## config.mk

```make
export PLATFORM = sky130hd
export DESIGN_NAME = crc16_frame_receiver_status_cache
export DESIGN_NICKNAME = d
export VERILOG_FILES = /design/src/rtl/crcfr_pkg.sv /design/src/rtl/crc16_frame_receiver_status_cache.sv
export SDC_FILE = /design/constraint.sdc
export NUM_CORES = 1
export LEC_CHECK = 0
export BUFFER_PORTS_ARGS = -buffer_cell sky130_fd_sc_hd__buf_2
export CAP_MARGIN = 20
export CORE_MARGIN = 5
export CORE_UTILIZATION = 50
export DETAILED_ROUTE_END_ITERATION = 12
export GPL_TIMING_DRIVEN = 0
export PLACE_DENSITY_LB_ADDON = 0.25
export SLEW_MARGIN = 10
export SYNTH_ARGS = -nofsm -noshare
export SYNTH_HDL_FRONTEND = slang
export SYNTH_SLANG_ARGS = --single-unit
```

## constraint.sdc

```tcl
create_clock -name clk -period 8.3 [get_ports clk]
set_input_delay 1.245 -clock clk [delete_from_list [all_inputs] [get_ports clk]]
set_output_delay 1.245 -clock clk [all_outputs]
set_load 0.005 [all_outputs]
```

## src/rtl/crcfr_pkg.sv

```systemverilog
// ----------------------------------------------------------------------------
// crcfr_pkg
// Shared constants, codes and the byte-wide CRC16 update for the framed
// serial receiver with its cached status record.
// ----------------------------------------------------------------------------
`default_nettype none

package crcfr_pkg;

  // frame result codes
  typedef enum logic [1:0] {
    ST_CRC_GOOD = 2'd0,
    ST_CRC_BAD  = 2'd1,
    ST_OVERSIZE = 2'd2
  } frame_status_t;

  // configuration register indexes
  typedef enum logic [0:0] {
    REG_STATUS_COMMAND = 1'b0,
    REG_VEHICLE_DEVICE = 1'b1
  } cfg_reg_t;

  localparam logic [15:0] CRC_POLY       = 16'hA001;
  localparam logic [15:0] CRC_INIT       = 16'hFFFF;
  localparam logic [7:0]  SYNC_FIRST     = 8'hAA;
  localparam logic [7:0]  SYNC_SECOND    = 8'h55;
  localparam logic [7:0]  STATUS_CMD_RST = 8'h0A;
  localparam logic [7:0]  VEHICLE_RST    = 8'h01;
  localparam int          STATUS_BYTES   = 5;
  localparam logic [7:0]  STATUS_MIN_LEN = 8'd7;

  // MODBUS CRC16, reflected, one byte at a time
  function automatic logic [15:0] crc16_byte(input logic [15:0] crc, input logic [7:0] b);
    logic [15:0] c;
    c = crc ^ {8'h00, b};
    for (int k = 0; k < 8; k++) begin
      c = c[0] ? ((c >> 1) ^ CRC_POLY) : (c >> 1);
    end
    return c;
  endfunction

endpackage

`default_nettype wire

```

## src/rtl/crc16_frame_receiver_status_cache.sv

```systemverilog
// A frame's last byte passes the input register and then the result register on its way to the output.
// Throughput: one byte per cycle while no result waits at the output; the per-byte
// CRC update and framing decode sit between the input register and the result register.
// A frame result waiting at the output stalls the byte pipeline behind it.
// Reset (rst, synchronous): hunting for sync, CRC seed 0xFFFF, cache cleared,
// registers back to status command 0x0A and vehicle device 0x01.
// ----------------------------------------------------------------------------
// crc16_frame_receiver_status_cache
// Sync hunt (AA 55), LEN, content and CRC16 check of framed serial bytes; good
// status frames update a cached status record reported with each frame item.
// ----------------------------------------------------------------------------
`default_nettype none

module crc16_frame_receiver_status_cache #(
  parameter int MAX_FRAME_BYTES = 70
) (
  input  wire logic                         clk,
  input  wire logic                         rst,
  // configuration
  input  wire logic                         cfg_we,
  input  wire crcfr_pkg::cfg_reg_t          cfg_index,
  input  wire logic [7:0]                   cfg_data,
  // byte input
  input  wire logic                         in_valid,
  output logic                              in_ready,
  input  wire logic [7:0]                   rx_byte,
  // frame results
  output logic                              out_valid,
  input  wire logic                         out_ready,
  output logic [1:0]                        frame_status,
  output logic [7:0]                        frame_device,
  output logic [7:0]                        frame_command,
  output logic [7:0]                        frame_length,
  output logic                              status_updated,
  output logic                              cached_valid,
  output logic [7:0]                        cached_device,
  output logic [7:0]                        cached_state,
  output logic [7:0]                        cached_speed,
  output logic [7:0]                        cached_grip,
  output logic [15:0]                       cached_param,
  output logic [7:0]                        cached_flag
);

  import crcfr_pkg::*;

  localparam int PW    = $clog2(MAX_FRAME_BYTES);
  localparam int CMP_W = ((PW > 9) ? PW : 9) + 1;

  // configuration registers
  logic [7:0] status_command;
  logic [7:0] vehicle_device;

  always_ff @(posedge clk) begin
    if (rst) begin
      status_command <= STATUS_CMD_RST;
      vehicle_device <= VEHICLE_RST;
    end else if (cfg_we) begin
      unique case (cfg_index)
        REG_STATUS_COMMAND: status_command <= cfg_data;
        REG_VEHICLE_DEVICE: vehicle_device <= cfg_data;
        default: ;
      endcase
    end
  end

  // input register
  logic       in_full;
  logic [7:0] rx_q;
  logic       advance;

  assign advance  = !out_valid || out_ready;
  assign in_ready = !in_full || advance;

  always_ff @(posedge clk) begin
    if (rst) begin
      in_full <= 1'b0;
    end else if (in_ready) begin
      in_full <= in_valid;
    end
  end

  always_ff @(posedge clk) begin
    if (in_valid && in_ready) begin
      rx_q <= rx_byte;
    end
  end

  // frame state
  logic [PW-1:0] byte_position, byte_position_next;
  logic [7:0]    content_length, content_length_next;
  logic [15:0]   running_crc, running_crc_next;
  logic [7:0]    crc_low_received, crc_low_received_next;
  logic [7:0]    header_device, header_device_next;
  logic [7:0]    header_command, header_command_next;
  logic [7:0]    status_bytes [STATUS_BYTES];

  logic        cache_valid_bit;
  logic [7:0]  cache_device_id, cache_state_byte, cache_speed_byte, cache_grip_byte;
  logic [15:0] cache_param_word;
  logic [7:0]  cache_flag_byte;

  // per-byte decode
  logic [CMP_W-1:0] pos_ext;
  logic [CMP_W-1:0] len_ext;
  logic             emit;
  logic             cache_write;
  logic [1:0]       res_status;
  logic [7:0]       res_device, res_command, res_length;
  logic [7:0]       cmd_eff;
  logic             crc_good;

  assign pos_ext = CMP_W'(byte_position);
  assign len_ext = CMP_W'(content_length);
  assign cmd_eff = (pos_ext == CMP_W'(4)) ? rx_q : header_command;
  assign crc_good = ({rx_q, crc_low_received} == running_crc);

  always_comb begin
    byte_position_next    = byte_position;
    content_length_next   = content_length;
    running_crc_next      = running_crc;
    crc_low_received_next = crc_low_received;
    header_device_next    = header_device;
    header_command_next   = header_command;
    emit        = 1'b0;
    cache_write = 1'b0;
    res_status  = ST_CRC_GOOD;
    res_device  = header_device;
    res_command = cmd_eff;
    res_length  = content_length;

    if (pos_ext == CMP_W'(0)) begin
      if (rx_q == SYNC_FIRST) begin
        byte_position_next = PW'(1);
      end
    end else if (pos_ext == CMP_W'(1)) begin
      // a bad second sync byte is dropped, even if it is AA
      byte_position_next = (rx_q == SYNC_SECOND) ? PW'(2) : PW'(0);
    end else if (pos_ext == CMP_W'(2)) begin
      content_length_next = rx_q;
      res_length          = rx_q;
      if (CMP_W'(rx_q) + CMP_W'(5) > CMP_W'(MAX_FRAME_BYTES)) begin
        byte_position_next = PW'(0);
        running_crc_next   = CRC_INIT;
        emit        = 1'b1;
        res_status  = ST_OVERSIZE;
        res_device  = 8'h00;
        res_command = 8'h00;
      end else begin
        byte_position_next = PW'(3);
        running_crc_next   = crc16_byte(CRC_INIT, rx_q);
      end
    end else begin
      if (pos_ext == CMP_W'(3)) header_device_next = rx_q;
      if (pos_ext == CMP_W'(4)) header_command_next = rx_q;
      byte_position_next = byte_position + PW'(1);
      if (pos_ext <= len_ext + CMP_W'(2)) begin
        running_crc_next = crc16_byte(running_crc, rx_q);
      end else if (pos_ext == len_ext + CMP_W'(3)) begin
        crc_low_received_next = rx_q;
      end else begin
        byte_position_next = PW'(0);
        running_crc_next   = CRC_INIT;
        emit        = 1'b1;
        res_status  = crc_good ? ST_CRC_GOOD : ST_CRC_BAD;
        cache_write = crc_good && (cmd_eff == status_command) &&
                      (content_length >= STATUS_MIN_LEN);
      end
    end
  end

  logic step;
  assign step = in_full && advance;

  always_ff @(posedge clk) begin
    if (rst) begin
      byte_position    <= '0;
      content_length   <= '0;
      running_crc      <= CRC_INIT;
      crc_low_received <= '0;
      header_device    <= '0;
      header_command   <= '0;
    end else if (step) begin
      byte_position    <= byte_position_next;
      content_length   <= content_length_next;
      running_crc      <= running_crc_next;
      crc_low_received <= crc_low_received_next;
      header_device    <= header_device_next;
      header_command   <= header_command_next;
    end
  end

  // status record bytes, frame offsets 5..9
  always_ff @(posedge clk) begin
    for (int i = 0; i < STATUS_BYTES; i++) begin
      if (step && pos_ext == CMP_W'(5 + i)) begin
        status_bytes[i] <= rx_q;
      end
    end
  end

  // cached status record
  always_ff @(posedge clk) begin
    if (rst) begin
      cache_valid_bit  <= 1'b0;
      cache_device_id  <= '0;
      cache_state_byte <= '0;
      cache_speed_byte <= '0;
      cache_grip_byte  <= '0;
      cache_param_word <= '0;
      cache_flag_byte  <= '0;
    end else if (step && cache_write) begin
      cache_valid_bit  <= 1'b1;
      cache_device_id  <= header_device;
      cache_state_byte <= status_bytes[0];
      if (header_device == vehicle_device) begin
        cache_speed_byte <= status_bytes[1];
        cache_grip_byte  <= 8'h00;
      end else begin
        cache_speed_byte <= 8'h00;
        cache_grip_byte  <= status_bytes[1];
      end
      cache_param_word <= {status_bytes[3], status_bytes[2]};
      cache_flag_byte  <= status_bytes[4];
    end
  end

  // result register; cache only moves when a result is loaded, so it is
  // presented directly
  always_ff @(posedge clk) begin
    if (rst) begin
      out_valid <= 1'b0;
    end else if (advance) begin
      out_valid <= step && emit;
    end
  end

  always_ff @(posedge clk) begin
    if (step && emit) begin
      frame_status   <= res_status;
      frame_device   <= res_device;
      frame_command  <= res_command;
      frame_length   <= res_length;
      status_updated <= cache_write;
    end
  end

  assign cached_valid  = cache_valid_bit;
  assign cached_device = cache_device_id;
  assign cached_state  = cache_state_byte;
  assign cached_speed  = cache_speed_byte;
  assign cached_grip   = cache_grip_byte;
  assign cached_param  = cache_param_word;
  assign cached_flag   = cache_flag_byte;

endmodule

`default_nettype wire

```

# Word level (Yosys, flattened, before mapping)
# Memory sizes are Yosys's and may differ from the RTL's. A register that Yosys moved wholly into a read port is not among the register bits.
# Index checks and enable logic that the tools add are counted.
[op_classes] add_sub_neg=4 n_lt_le_gt_ge=3 n_eq_ne=17 muxes=80 bitwise=23 reduce_logical=28
[ops] operator="$mux W16" count=20
[ops] operator="$mux W8" count=18
[ops] operator="$not A2 Y3" count=16
[ops] operator="$mux W7" count=6
[ops] operator="$reduce_or A8 Y1" count=4
[ops] operator="$eq A7 B3 Y1 const B" count=4
[ops] operator="$mux W1" count=28
[ops] operator="$add A8 B2 Y9 const B" count=2
[ops] operator="$eq A16 B16 Y1" count=1
[ops] operator="$eq A8 B8 Y1" count=2
[ops] operator="$not A8 Y16" count=1
[ops] operator="$xor A16 B8 Y16" count=1
[ops] operator="$eq A7 B2 Y1 const B" count=2
[ops] operator="$eq A7 B4 Y1 const B" count=2
[ops] operator="$mux W3" count=4
[ops] operator="$logic_and A1 B1 Y1" count=11
[ops] operator="$logic_not A10 Y1" count=1
[ops] operator="$add A8 B3 Y9 const B" count=1
[ops] operator="$eq A7 B9 Y1" count=1
[ops] operator="$gt A9 B7 Y1 const B" count=1
[ops] operator="$le A7 B9 Y1" count=1
[ops] operator="$eq A8 B7 Y1 const B" count=1
[ops] operator="$eq A8 B8 Y1 const B" count=1
[ops] operator="$ge A8 B3 Y1 const B" count=1
[ops] operator="13 further kinds" count=25
[totals] ff_bits=133 ram_bits=40 in_bits=22 wordCells=176 n_memories=1
[mem_list] memory="status_bytes" words=5 word_bits=8 rd=5 rd_ports_with_merged_regs=4 write_ports=1 line_no="crc16_frame_receiver_status_cache.sv:95" rtl="logic [7:0] status_bytes [STATUS_BYTES];"

# Longest topological paths before layout
# Gate-level depths: netlist of run 1.
[depth] depth_word=19 ltp_mapped=15 ltp_nobuf=13

# Worst setup path after synthesis of run 1
# Ideal clock, no wire load.
[synth_timing] path_kind="input -> register" start="input out_ready" end="memory status_bytes[1][0] (enable)" t_arrival_ps=2787 required_time_ps=7930 setup_slack_ps=5143 path_stages=7 cell_sequence="nand2b_1 -> and2_1 -> clkbuf_1 -> clkbuf_1 -> clkbuf_1 -> nand3_1 -> nor2_1"
[synth_via] elab_chain_cells=10
[synth_lines] element="from (decl)" line_no="crc16_frame_receiver_status_cache.sv:29" rtl="input wire logic out_ready,"
[synth_lines] element="$logic_or A1 B1 Y1 (*)" line_no="crc16_frame_receiver_status_cache.sv:71" rtl="assign advance = !out_valid || out_ready;"
[synth_lines] element="$logic_and A1 B1 Y1 (*)" line_no="crc16_frame_receiver_status_cache.sv:172" rtl="assign step = in_full && advance;"
[synth_lines] element="$logic_and A1 B1 Y1" line_no="crc16_frame_receiver_status_cache.sv:195" rtl="if (step && pos_ext == CMP_W'(5 + i)) begin"
[synth_lines] element="$mux W1" line_no="crc16_frame_receiver_status_cache.sv:195"
[synth_lines] element="$mux W1 (not written as such)" line_no="crc16_frame_receiver_status_cache.sv:196" rtl="status_bytes[i] <= rx_q;"
[synth_lines] element="$reduce_or A8 Y1 (no line)"
[synth_lines] element="$mux W3 (no line) / $mux W1 (equally long branches) (4 in a row)"
[synth_lines] element="to (decl)" line_no="crc16_frame_receiver_status_cache.sv:95"
# Mark *: on every way between the ends. The rest lies on a longest branch, timed or not.

# Final worst setup path of run 1
[layout_timing] start="register rx_q[0]" end="register frame_status[1] (enable)"
[layout_via] elab_chain_cells=7
[layout_lines] element="from (decl)" line_no="crc16_frame_receiver_status_cache.sv:68" rtl="logic [7:0] rx_q;"
[layout_lines] element="from (signal assigned)" line_no="crc16_frame_receiver_status_cache.sv:84" rtl="rx_q <= rx_byte;"
[layout_lines] element="$add A8 B3 Y9" line_no="crc16_frame_receiver_status_cache.sv:141" rtl="if (CMP_W'(rx_q) + CMP_W'(5) > CMP_W'(MAX_FRAME_BYTES)) begin"
[layout_lines] element="$gt A9 B7 Y1" line_no="crc16_frame_receiver_status_cache.sv:141"
[layout_lines] element="$mux W1" line_no="crc16_frame_receiver_status_cache.sv:141"
[layout_lines] element="$mux W1" line_no="crc16_frame_receiver_status_cache.sv:138" rtl="end else if (pos_ext == CMP_W'(2)) begin"
[layout_lines] element="$mux W1" line_no="crc16_frame_receiver_status_cache.sv:135" rtl="end else if (pos_ext == CMP_W'(1)) begin"
[layout_lines] element="$mux W1" line_no="crc16_frame_receiver_status_cache.sv:131" rtl="if (pos_ext == CMP_W'(0)) begin"
[layout_lines] element="$logic_and A1 B1 Y1" line_no="crc16_frame_receiver_status_cache.sv:238" rtl="if (step && emit) begin"
[layout_lines] element="to (signal assigned)" line_no="crc16_frame_receiver_status_cache.sv:239" rtl="frame_status <= res_status;"
[layout_lines] element="to (decl)" line_no="crc16_frame_receiver_status_cache.sv:30" rtl="output logic [1:0] frame_status,"
# Every way passes these cells.
# A chain may end at the register's enable or synchronous reset.

==> results of run 1 <==
kinds of logic after synthesis:
family	after synthesis
mux	19
xor+xnor	80
compound gates	256
simple gates	267
fa+ha+maj	29
flops	205
buf+inv	98
routing by layer:
metal,vias up,GRT usage (%),share of wire [%]
li1,3681,-,-
met4,0,6.803,2.7
met2,301,37.42,46
met1,3663,31.39,44
met5,-,0,0
met3,56,4.380,7.5
power by group:
group	switching, uW	total, uW	internal, uW
Sequential	14.6	1060	1050
Combinational	69.2	106	36.9
Clock	411	980	570
critical path, cell delays in order (launching register included):
cell and delay (ns):
edfxtp_1 0.78, clkbuf_1 0.48, inv_1 0.14, ha_1 0.37, nor3_1 0.07, o32ai_1 0.41
nand4_1 0.48, nor2b_1 0.30, o21ai_0 0.11, inv_1 0.37, buf_16 0.29
synthesized netlist by cell type, drive strengths merged, types with 4 or more instances:
master / n / area (um^2)
clkbuf: 44 / 165.2
nor3: 10 / 66.32
nand3b: 6 / 45.04
nor4: 8 / 56.30
nand2: 72 / 270.3
o21ai: 91 / 455.4
ha: 29 / 362.9
a21oi: 104 / 520.5
xnor2: 53 / 464.2
a2111oi: 5 / 50.04
a211o: 11 / 96.34
and2: 4 / 25.02
edfxtp: 75 / 2252
a31oi: 4 / 25.02
a221oi: 9 / 85.08
nand4: 27 / 175.2
nor2b: 21 / 131.4
inv: 27 / 101.3
buf: 27 / 151.4
o21bai: 5 / 37.54
dfxtp: 130 / 2603
mux2i: 18 / 180.2
xor2: 25 / 219.0
nor2: 45 / 185.2
nand3: 59 / 295.3
final timing paths:
kind | from | end | slack (ns) | cells after the start
hold reg to reg | cached_state[4] | cached_state[4] | 0.47 | 2
setup reg to reg | rx_q[0] | frame_status[1] | 4.24 | 10
setup / recovery | rx_q[0] | frame_status[1] | 4.24 | 10
hold / removal | cached_state[4] | cached_state[4] | 0.47 | 2
metrics by stage:
| step | hold slack (ns) | total power (uW) | utilization (%) |
|---|---|---|---|
| 2_1_floorplan | 0.4478 | 1146 | - |
| 3_3_place_gp | 0.4568 | 1184 | 54.96 |
| 3_5_place_dp | 0.4632 | 1185 | 55.11 |
| 4_1_cts | 0.4701 | 2155 | 58.99 |
| 5_1_grt | 0.4876 | 2216 | 58.99 |
| 6_report | 0.4685 | 2146 | 58.99 |
layout by cell type, fill, tap and decap left out, types with 5 or more instances in the layout:
master / instances
nand3_1: 59
a211o_1: 11
nand3b_1: 6
clkbuf_16: 23
nor4_1: 7
a221oi_1: 8
nor3_1: 8
o21ai_0: 86
nand2_1: 72
clkbuf_1: 48
mux2i_1: 18
nand4_1: 26
ha_1: 29
xnor2_1: 53
nor2_1: 44
inv_1: 26
nor2b_1: 21
a21oi_1: 104
o21bai_1: 5
dfxtp_1: 130
xor2_1: 25
o21ai_1: 5
buf_2: 126
edfxtp_1: 75
final cells by class:
class,instances,area (um^2)
flip-flops and latches,205,4855
well taps,234,292.8
repair buffers,108,563.0
fillers,1609,7645
plain buffers,71,316.6
clock inverters,11,92.59
clock buffers,30,631.9
multi-input cells,651,4145
inverters,27,101.3
==> flow_metrics.py, run 1 <==
metrics = {
    "run_status": {
        "outcome": "completed",
    },
    "floorplanning": {
        "num_io_pins": 108,
        "core_mm2": 0.01864,
        "fp-row-count": 50,
        "die_h_um": 147.2,
        "die_area_mm2": 0.02168,
        "die_w_um": 147.2,
        "initial_utilization_pct": 50.52,
    },
    "detailed_routing": {
        "routedWlPerCell_um": 19.12,
        "num_vias": 7701,
        "first_pass_iters": 5,
        "via_per_inst": 5.760,
        "antenna_left": 0,
        "remaining_drc_errors": 0,
        "routed_wl_mm": 25.56,
        "drt-initial-drc-count": 551,
    },
    "synth": {
        "syn-num-nets": 1005,
        "synth_top_family_by_area": "compound AO/OA/AOI/OAI gates",
        "ys_ff_latch": 205,
        "synth_cell_types": 69,
        "ys_warn_count": 0,
        "synthXorXnorAreaFrac_pct": 7.745,
        "synth_edf_count": 75,
        "async_flop_share_pct": 0,
        "synth_fa_ha_area_share_pct": 3.853,
        "yosys_most_used_dff": "dfxtp_1",
        "syn_area_mm2": 0.009418,
        "ys_seq_area_share_pct": 51.55,
        "synth_compound_area_share_pct": 15.90,
        "syn_inst": 954,
        "syn_avg_cell_area_um2": 9.872,
        "muxShareOfSynthArea_pct": 2.033,
        "synthSimpleGateAreaFrac_pct": 14.48,
    },
    "clocking": {
        "worstSkewPairLatency_ns": 0.51,
        "ctsHoldBuffers": 0,
        "h-tree-depth": 1,
        "cts_tree": "done",
        "cts.sinks": 205,
        "cts_setup_buffers": 0,
        "cts_root_buf": "clkbuf_16",
        "clkTransAtPathRegs_ns": 0.06,
        "tritoncts.num_buffers": 23,
        "clk_path_buf_depth": 3,
        "ctsResizeCount": 0,
    },
    "global_routing": {
        "antenna_found_initial": 0,
        "grt_pass1_vias": 7318,
        "gr-total-overflow": 0,
        "grt_pass1_wl_mm": 40.19,
        "grt_usage_pct": 22.99,
        "grt_max_degree": 18,
    },
    "timing": {
        "hold_viol": 0,
        "worstMarginPinSlew_ns": 0.9627,
        "fmax_ghz": 0.2460,
        "report.final.slew_viol_count": 0,
        "rsz0062_at_grt": "no",
        "max_slew_margin_pct": 35.52,
        "setup_ws_ns": 4.236,
        "clock_skew_ns": 0.01052,
        "setup_violations": 0,
        "fin_crit_sh_pct": 48.97,
        "post-route-min-period_ns": 4.064,
        "finalSetupTns_ns": 0,
    },
    "layout": {
        "drive_above_1_share_pct": 16.23,
        "diodes": 0,
        "instances_no_fill": 1337,
        "fin_area_mm2": 0.01100,
        "nNetsFinal": 1138,
        "largest_register_ffs": 40,
        "largest_register": "status_bytes",
        "areaGrowthSynthToFinish_pct": 16.78,
    },
    "placed_design": {
        "portBuffers": 107,
        "postPlaceCellArea_mm2": 0.01027,
        "place_hpwl_mm": 18.27,
        "dp.cells": 1296,
        "place_congestion": 0.9332,
        "dpl_worst_slack_ns": 4.260,
    },
    "worst_setup_path": {
        "cp.required_ns": 8.55,
        "crit_path_start_kind": "flop",
        "end_kind": "flop",
        "crit_fanout": 17,
        "arrival_ns": 4.32,
        "crit_type": "reg2reg",
    },
    "min_path": {
        "holdCritPathClass": "reg2reg",
    },
    "flow_run": {
        "maxCapViolCount": 0,
    },
    "power": {
        "vdd_ir_drop_max_mv": 0.1446,
        "powerDensity_mw_per_mm2": 195.2,
        "p_leak_uw": 0.004095,
    },
}
(Power assumes the default switching activity.)
==> run 2: changes to the inputs <==
==> constraint.sdc (replaced) <==
create_clock -name clk -period 3.89 [get_ports clk]
set_input_delay 0.5835 -clock clk [delete_from_list [all_inputs] [get_ports clk]]
set_output_delay 0.5835 -clock clk [all_outputs]
set_load 0.005 [all_outputs]
==> run 2 against run 1 <==
Total power grew 110%. Combinational power grew 120%. Global-route usage grew 0.19 points. Largest cell class unchanged. Largest power group unchanged.
==> flow_metrics.py, run 2 (synthesized netlist as in run 1, its figures left out) <==
metrics = {
    "run_status": {
        "outcome": "completed",
    },
    "floorplanning": {
        "fp-row-count": 50,
        "initial_utilization_pct": 50.52,
        "die_area_mm2": 0.02168,
        "die_w_um": 147.2,
        "core_mm2": 0.01864,
        "num_io_pins": 108,
        "die_h_um": 147.2,
    },
    "worst_setup_path": {
        "crit_fanout": 11,
        "regToRegSetupSlack_ns": 0.40,
        "slowest_stage": "edfxtp_1",
        "crit_chain": "buf_1 -> xnor2_1 -> nand4_1 -> nor4_1 -> o221a_1 -> nand4_2 -> buf_2 -> clkbuf_1 -> o21ai_0 -> a21oi_1",
        "r2r_start": "rx_q[3]",
        "crit_start": "rx_q[3]",
        "crit_type": "reg2reg",
        "end_kind": "flop",
        "cp.required_ns": 4.26,
        "slowest_delay_ns": 0.73,
        "arrival_ns": 3.86,
        "crit_path_start_kind": "flop",
    },
    "timing": {
        "fin_crit_sh_pct": 89.76,
        "rsz0062_at_grt": "no",
        "clock_skew_ns": 0.01424,
        "report.final.slew_viol_count": 0,
        "post-route-min-period_ns": 3.492,
        "worstMarginPinSlew_ns": 0.9728,
        "fmax_ghz": 0.2864,
        "hold_viol": 0,
        "fin_hold_ws_ns": 0.2503,
        "setup_violations": 0,
        "max_slew_margin_pct": 34.85,
        "finalSetupTns_ns": 0,
    },
    "min_path": {
        "hold_start": "rx_byte[7]",
        "holdCritPathClass": "in2reg",
    },
    "placed_design": {
        "portBuffers": 107,
        "place_congestion": 0.9332,
        "postPlaceCellArea_mm2": 0.01027,
        "dp.cells": 1296,
        "place_hpwl_mm": 18.27,
    },
    "power": {
        "switching_share_pct": 23.14,
        "share_seq_of_total_power_pct": 49.2,
        "powerDensity_mw_per_mm2": 415.7,
        "p_leak_uw": 0.004117,
        "vdd_ir_drop_max_mv": 0.3089,
        "combPwrFrac_pct": 5.1,
        "internal-power_uw": 3526,
        "switchingPower_uw": 1062,
        "p_clk_share_pct": 45.7,
    },
    "layout": {
        "instances_no_fill": 1341,
        "mostFrequentLayoutCells": "130 x dfxtp_1, 126 x buf_2, 104 x a21oi_1, 86 x o21ai_0, 75 x edfxtp_1",
        "nNetsFinal": 1142,
        "final_common_cell": "dfxtp_1",
        "drive_above_1_share_pct": 16.80,
        "diodes": 0,
        "largest_register_ffs": 40,
        "areaGrowthSynthToFinish_pct": 17.20,
        "fin_area_mm2": 0.01104,
        "largest_register": "status_bytes",
    },
    "global_routing": {
        "grt_pass1_vias": 7332,
        "grt_usage_pct": 23.18,
        "grt_pass1_wl_mm": 40.41,
        "antenna_found_initial": 0,
        "grt_max_degree": 18,
        "gr-total-overflow": 0,
    },
    "detailed_routing": {
        "num_vias": 7779,
        "via_per_inst": 5.801,
        "drt-initial-drc-count": 601,
        "antenna_left": 0,
        "first_pass_iters": 5,
        "routed_wl_mm": 25.93,
        "routedWlPerCell_um": 19.33,
        "remaining_drc_errors": 0,
    },
    "clocking": {
        "clk_path_buf_depth": 3,
        "cts.sinks": 205,
        "h-tree-depth": 1,
        "tritoncts.num_buffers": 23,
        "cts_root_buf": "clkbuf_16",
        "cts_tree": "done",
        "clkTransAtPathRegs_ns": 0.06,
        "worstSkewPairLatency_ns": 0.51,
    },
    "flow_run": {
        "maxCapViolCount": 0,
    },
}
-- run 2: cell types whose count changed in the layout (fill, tap and decap cells not counted), sizes merged --
cell / change
clkbuf: +1
buf: +3
-- run 2: area by class of cell --
| cell class | instances | area (um^2) |
|---|---|---|
| sequential | 205 | 4855 |
| clock buffer | 30 | 631.9 |
| tap | 234 | 292.8 |
| inverter | 27 | 101.3 |
| multi-input combinational | 651 | 4153 |
| buffer | 71 | 319.1 |
| timing repair buffer | 112 | 593.1 |
| clock inverter | 11 | 92.59 |
| fill | 1609 | 7605 |
-- run 2: worst paths after layout --
kind,cells past startpoint,endpoint
worst max-delay path,10,cached_state[5]
worst max register to register,10,cached_state[5]
worst min-delay path,1,rx_q[7]
worst min register to register,2,cached_state[4]
-- run 2: per-stage QoR --
step	setup slack, ns	power, uW	utilization [%]
after detailed placement	-0.1076	2528	55.11
after global placement	-0.2798	2526	54.96
after global routing	0.1154	4733	59.21
after CTS	0.1157	4602	59.07
after floorplan	0.8475	2446	-
final	0.3983	4588	59.21
-- run 2: routing by layer --
layer,vias to the layer above,wire length [um],global-route usage [%],part of all wire (%)
met5,-,0,0,0
li1,3689,-,-,-
met1,3719,11400,31.39,44
met4,0,796,7.223,3.1
met3,66,1838,4.812,7.1
met2,305,11900,37.56,46
-- run 2: worst max-delay path, delay by kind of cell (launching register included) --
kind,cells,cell delay (ns)
buffers and inverters,3,1.05
and+or+nand+nor,3,0.74
DFF,1,0.73
AOI/OAI and AO/OA,3,0.64
xor gates and xnor gates,1,0.18
-- run 2: what timing repair did --
action / in CTS / in global routing
buffers inserted: 2 / 2
pin swaps: 0 / 1
endpoints found under the setup margin: 17 / 19
resized for setup: 0 / 5
hold buffers: 0 / 0
-- run 2: power groups by stage --
stage	Sequential, uW	Clock, uW	Combinational (uW)
3_3_place_gp	2310	0	219
6_report	2260	2100	234
5_1_grt	2260	2220	253
2_1_floorplan	2290	0	155
3_5_place_dp	2310	0	221
4_1_cts	2260	2120	230
==> run 3: changes to the inputs <==
--- a/config.mk
+++ b/config.mk
@@ -8,7 +8,7 @@
 export BUFFER_PORTS_ARGS = -buffer_cell sky130_fd_sc_hd__buf_2
 export CAP_MARGIN = 20
 export CORE_MARGIN = 5
-export CORE_UTILIZATION = 50
+export CORE_UTILIZATION = 55
 export DETAILED_ROUTE_END_ITERATION = 12
 export GPL_TIMING_DRIVEN = 0
 export PLACE_DENSITY_LB_ADDON = 0.25
==> run 3 against run 2 <==
Critical path type unchanged. Clock skew increased by 0.0022 ns. Highest routed layer unchanged. Register-to-register slack got worse by 0.17 ns. Largest power group is now the clock network. Global-route usage increased by 2.1 points. Largest cell class unchanged.
==> flow_metrics.py, run 3 (synthesized netlist as in run 1, its figures left out) <==
metrics = {
    "clocking": {
        "h-tree-depth": 1,
        "cts_root_buf": "clkbuf_16",
        "worstSkewPairLatency_ns": 0.51,
        "ctsHoldBuffers": 0,
        "cts_tree": "done",
        "clk_path_buf_depth": 3,
        "clkTransAtPathRegs_ns": 0.06,
        "tritoncts.num_buffers": 22,
        "cts.sinks": 205,
    },
    "timing": {
        "setup_ws_ns": 0.2296,
        "clock_skew_ns": 0.01643,
        "post-route-min-period_ns": 3.660,
        "hold_viol": 0,
        "max_slew_margin_pct": 33.31,
        "fmax_ghz": 0.2732,
        "fin_crit_sh_pct": 94.10,
        "fin_hold_ws_ns": 0.2567,
        "rsz0062_at_grt": "no",
        "finalSetupTns_ns": 0,
        "report.final.slew_viol_count": 0,
        "setup_violations": 0,
        "worstMarginPinSlew_ns": 0.9958,
    },
    "layout": {
        "largest_register_ffs": 40,
        "drive_above_1_share_pct": 16.58,
        "diodes": 0,
        "largest_register": "status_bytes",
        "fin_area_mm2": 0.01107,
        "areaGrowthSynthToFinish_pct": 17.59,
        "nFillCells": 1332,
        "mostFrequentLayoutCells": "130 x dfxtp_1, 126 x buf_2, 104 x a21oi_1, 86 x o21ai_0, 75 x edfxtp_1",
        "nNetsFinal": 1139,
        "final_common_cell": "dfxtp_1",
    },
    "power": {
        "share_seq_of_total_power_pct": 47.4,
        "p_leak_uw": 0.004135,
        "p_clk_share_pct": 47.7,
        "switching_share_pct": 21.73,
        "internal-power_uw": 3725,
        "switchingPower_uw": 1034,
        "combPwrFrac_pct": 4.9,
        "powerDensity_mw_per_mm2": 429.7,
        "vdd_ir_drop_max_mv": 0.3063,
    },
    "global_routing": {
        "grt_max_degree": 19,
        "antenna_found_initial": 0,
        "grt_usage_pct": 25.24,
        "gr-total-overflow": 0,
        "grt_pass1_vias": 7498,
        "grt_pass1_wl_mm": 40.08,
    },
    "worst_setup_path": {
        "crit_chain": "buf_1 -> a2111oi_0 -> a31oi_1 -> o32ai_1 -> nand4_1 -> nor2b_1 -> o21ai_0 -> inv_2 -> buf_16",
        "end_kind": "flop",
        "crit_type": "reg2reg",
        "crit_fanout": 18,
        "cp.required_ns": 4.15,
        "slowest_delay_ns": 0.67,
        "arrival_ns": 3.92,
        "slowest_stage": "edfxtp_1",
        "crit_path_start_kind": "flop",
    },
    "floorplanning": {
        "num_io_pins": 108,
        "fp-row-count": 47,
        "die_area_mm2": 0.01984,
        "die_h_um": 140.9,
        "initial_utilization_pct": 56.39,
        "core_mm2": 0.01670,
        "die_w_um": 140.9,
    },
    "detailed_routing": {
        "via_per_inst": 5.937,
        "num_vias": 7860,
        "antenna_left": 0,
        "remaining_drc_errors": 0,
        "first_pass_iters": 5,
        "drt-initial-drc-count": 667,
        "routed_wl_mm": 25.70,
        "routedWlPerCell_um": 19.41,
    },
    "placed_design": {
        "place_hpwl_mm": 18.11,
        "place_congestion": 0.9482,
        "dpl_worst_slack_ns": -0.02289,
        "postPlaceCellArea_mm2": 0.01026,
        "portBuffers": 107,
    },
    "flow_run": {
        "maxCapViolCount": 0,
    },
    "run_status": {
        "outcome": "completed",
    },
    "min_path": {
        "holdCritPathClass": "in2reg",
    },
}
[run 3: cell count changes in the layout (fill, tap and decap cells not counted), sizes merged]
cell / delta
buf: -2
bufinv: +4
clkbuf: -5
clkinv: +1
inv: -1
[run 3: power groups by stage]
stage	combinational, uW	sequential, uW	clock [uW]
finish	232	2260	2270
detailed placement	219	2310	0
floorplan	155	2290	0
global placement	218	2310	0
global route	251	2260	2410
CTS	228	2260	2290
[run 3: path summary, 6_finish.rpt]
check | cells after the start | slack, ns | end | from
worst max-delay path | 9 | 0.23 | frame_command[5] | rx_q[3]
worst min-delay path | 1 | 0.26 | rx_q[5] | rx_byte[5]
worst max register to register | 9 | 0.23 | frame_command[5] | rx_q[3]
worst min register to register | 2 | 0.47 | cached_param[7] | cached_param[7]
[run 3: through the flow]
| step | std cells | utilization (%) | total power (uW) |
|---|---|---|---|
| floorplan | 954 | - | 2446 |
| global placement | 1281 | 61.25 | 2524 |
| detailed placement | 1282 | 61.41 | 2527 |
| CTS | 1324 | 66.26 | 4777 |
| global route | 1324 | 66.31 | 4918 |
| finish | 1324 | 66.31 | 4759 |
[run 3: area by class of cell]
class	instances	area [um^2]	area share, %
plain buffers	71	317.8	2.870
clock buffers	25	583.1	5.265
clock inverters	15	211.5	1.909
inverters	27	101.3	0.9151
multi-input cells	651	4153	37.50
flip-flops and latches	205	4855	43.84
well taps	220	275.3	2.486
repair buffers	110	578.1	5.220
[run 3: worst max-delay path: cells and delay by family, from the launching register on]
family,cells,cell delay [ns]
AOI/OAI and AO/OA,4,1.09
and+or+nand+nor,2,0.74
buffers and inverters,3,0.91
DFF,1,0.67
[run 3: routing by layer]
metal	track usage (%)	vias to the layer above	wire length (um)
li1	-	3690	-
met1	33.33	3783	10620
met2	42.64	323	12190
met3	4.436	64	2171
met4	7.598	0	714
met5	0	-	0
[run 3: what timing repair did]
item / 4_1_cts / 5_1_grt
resized for setup: 0 / 3
endpoints found under the setup margin: 18 / 19
buffers inserted: 2 / 0
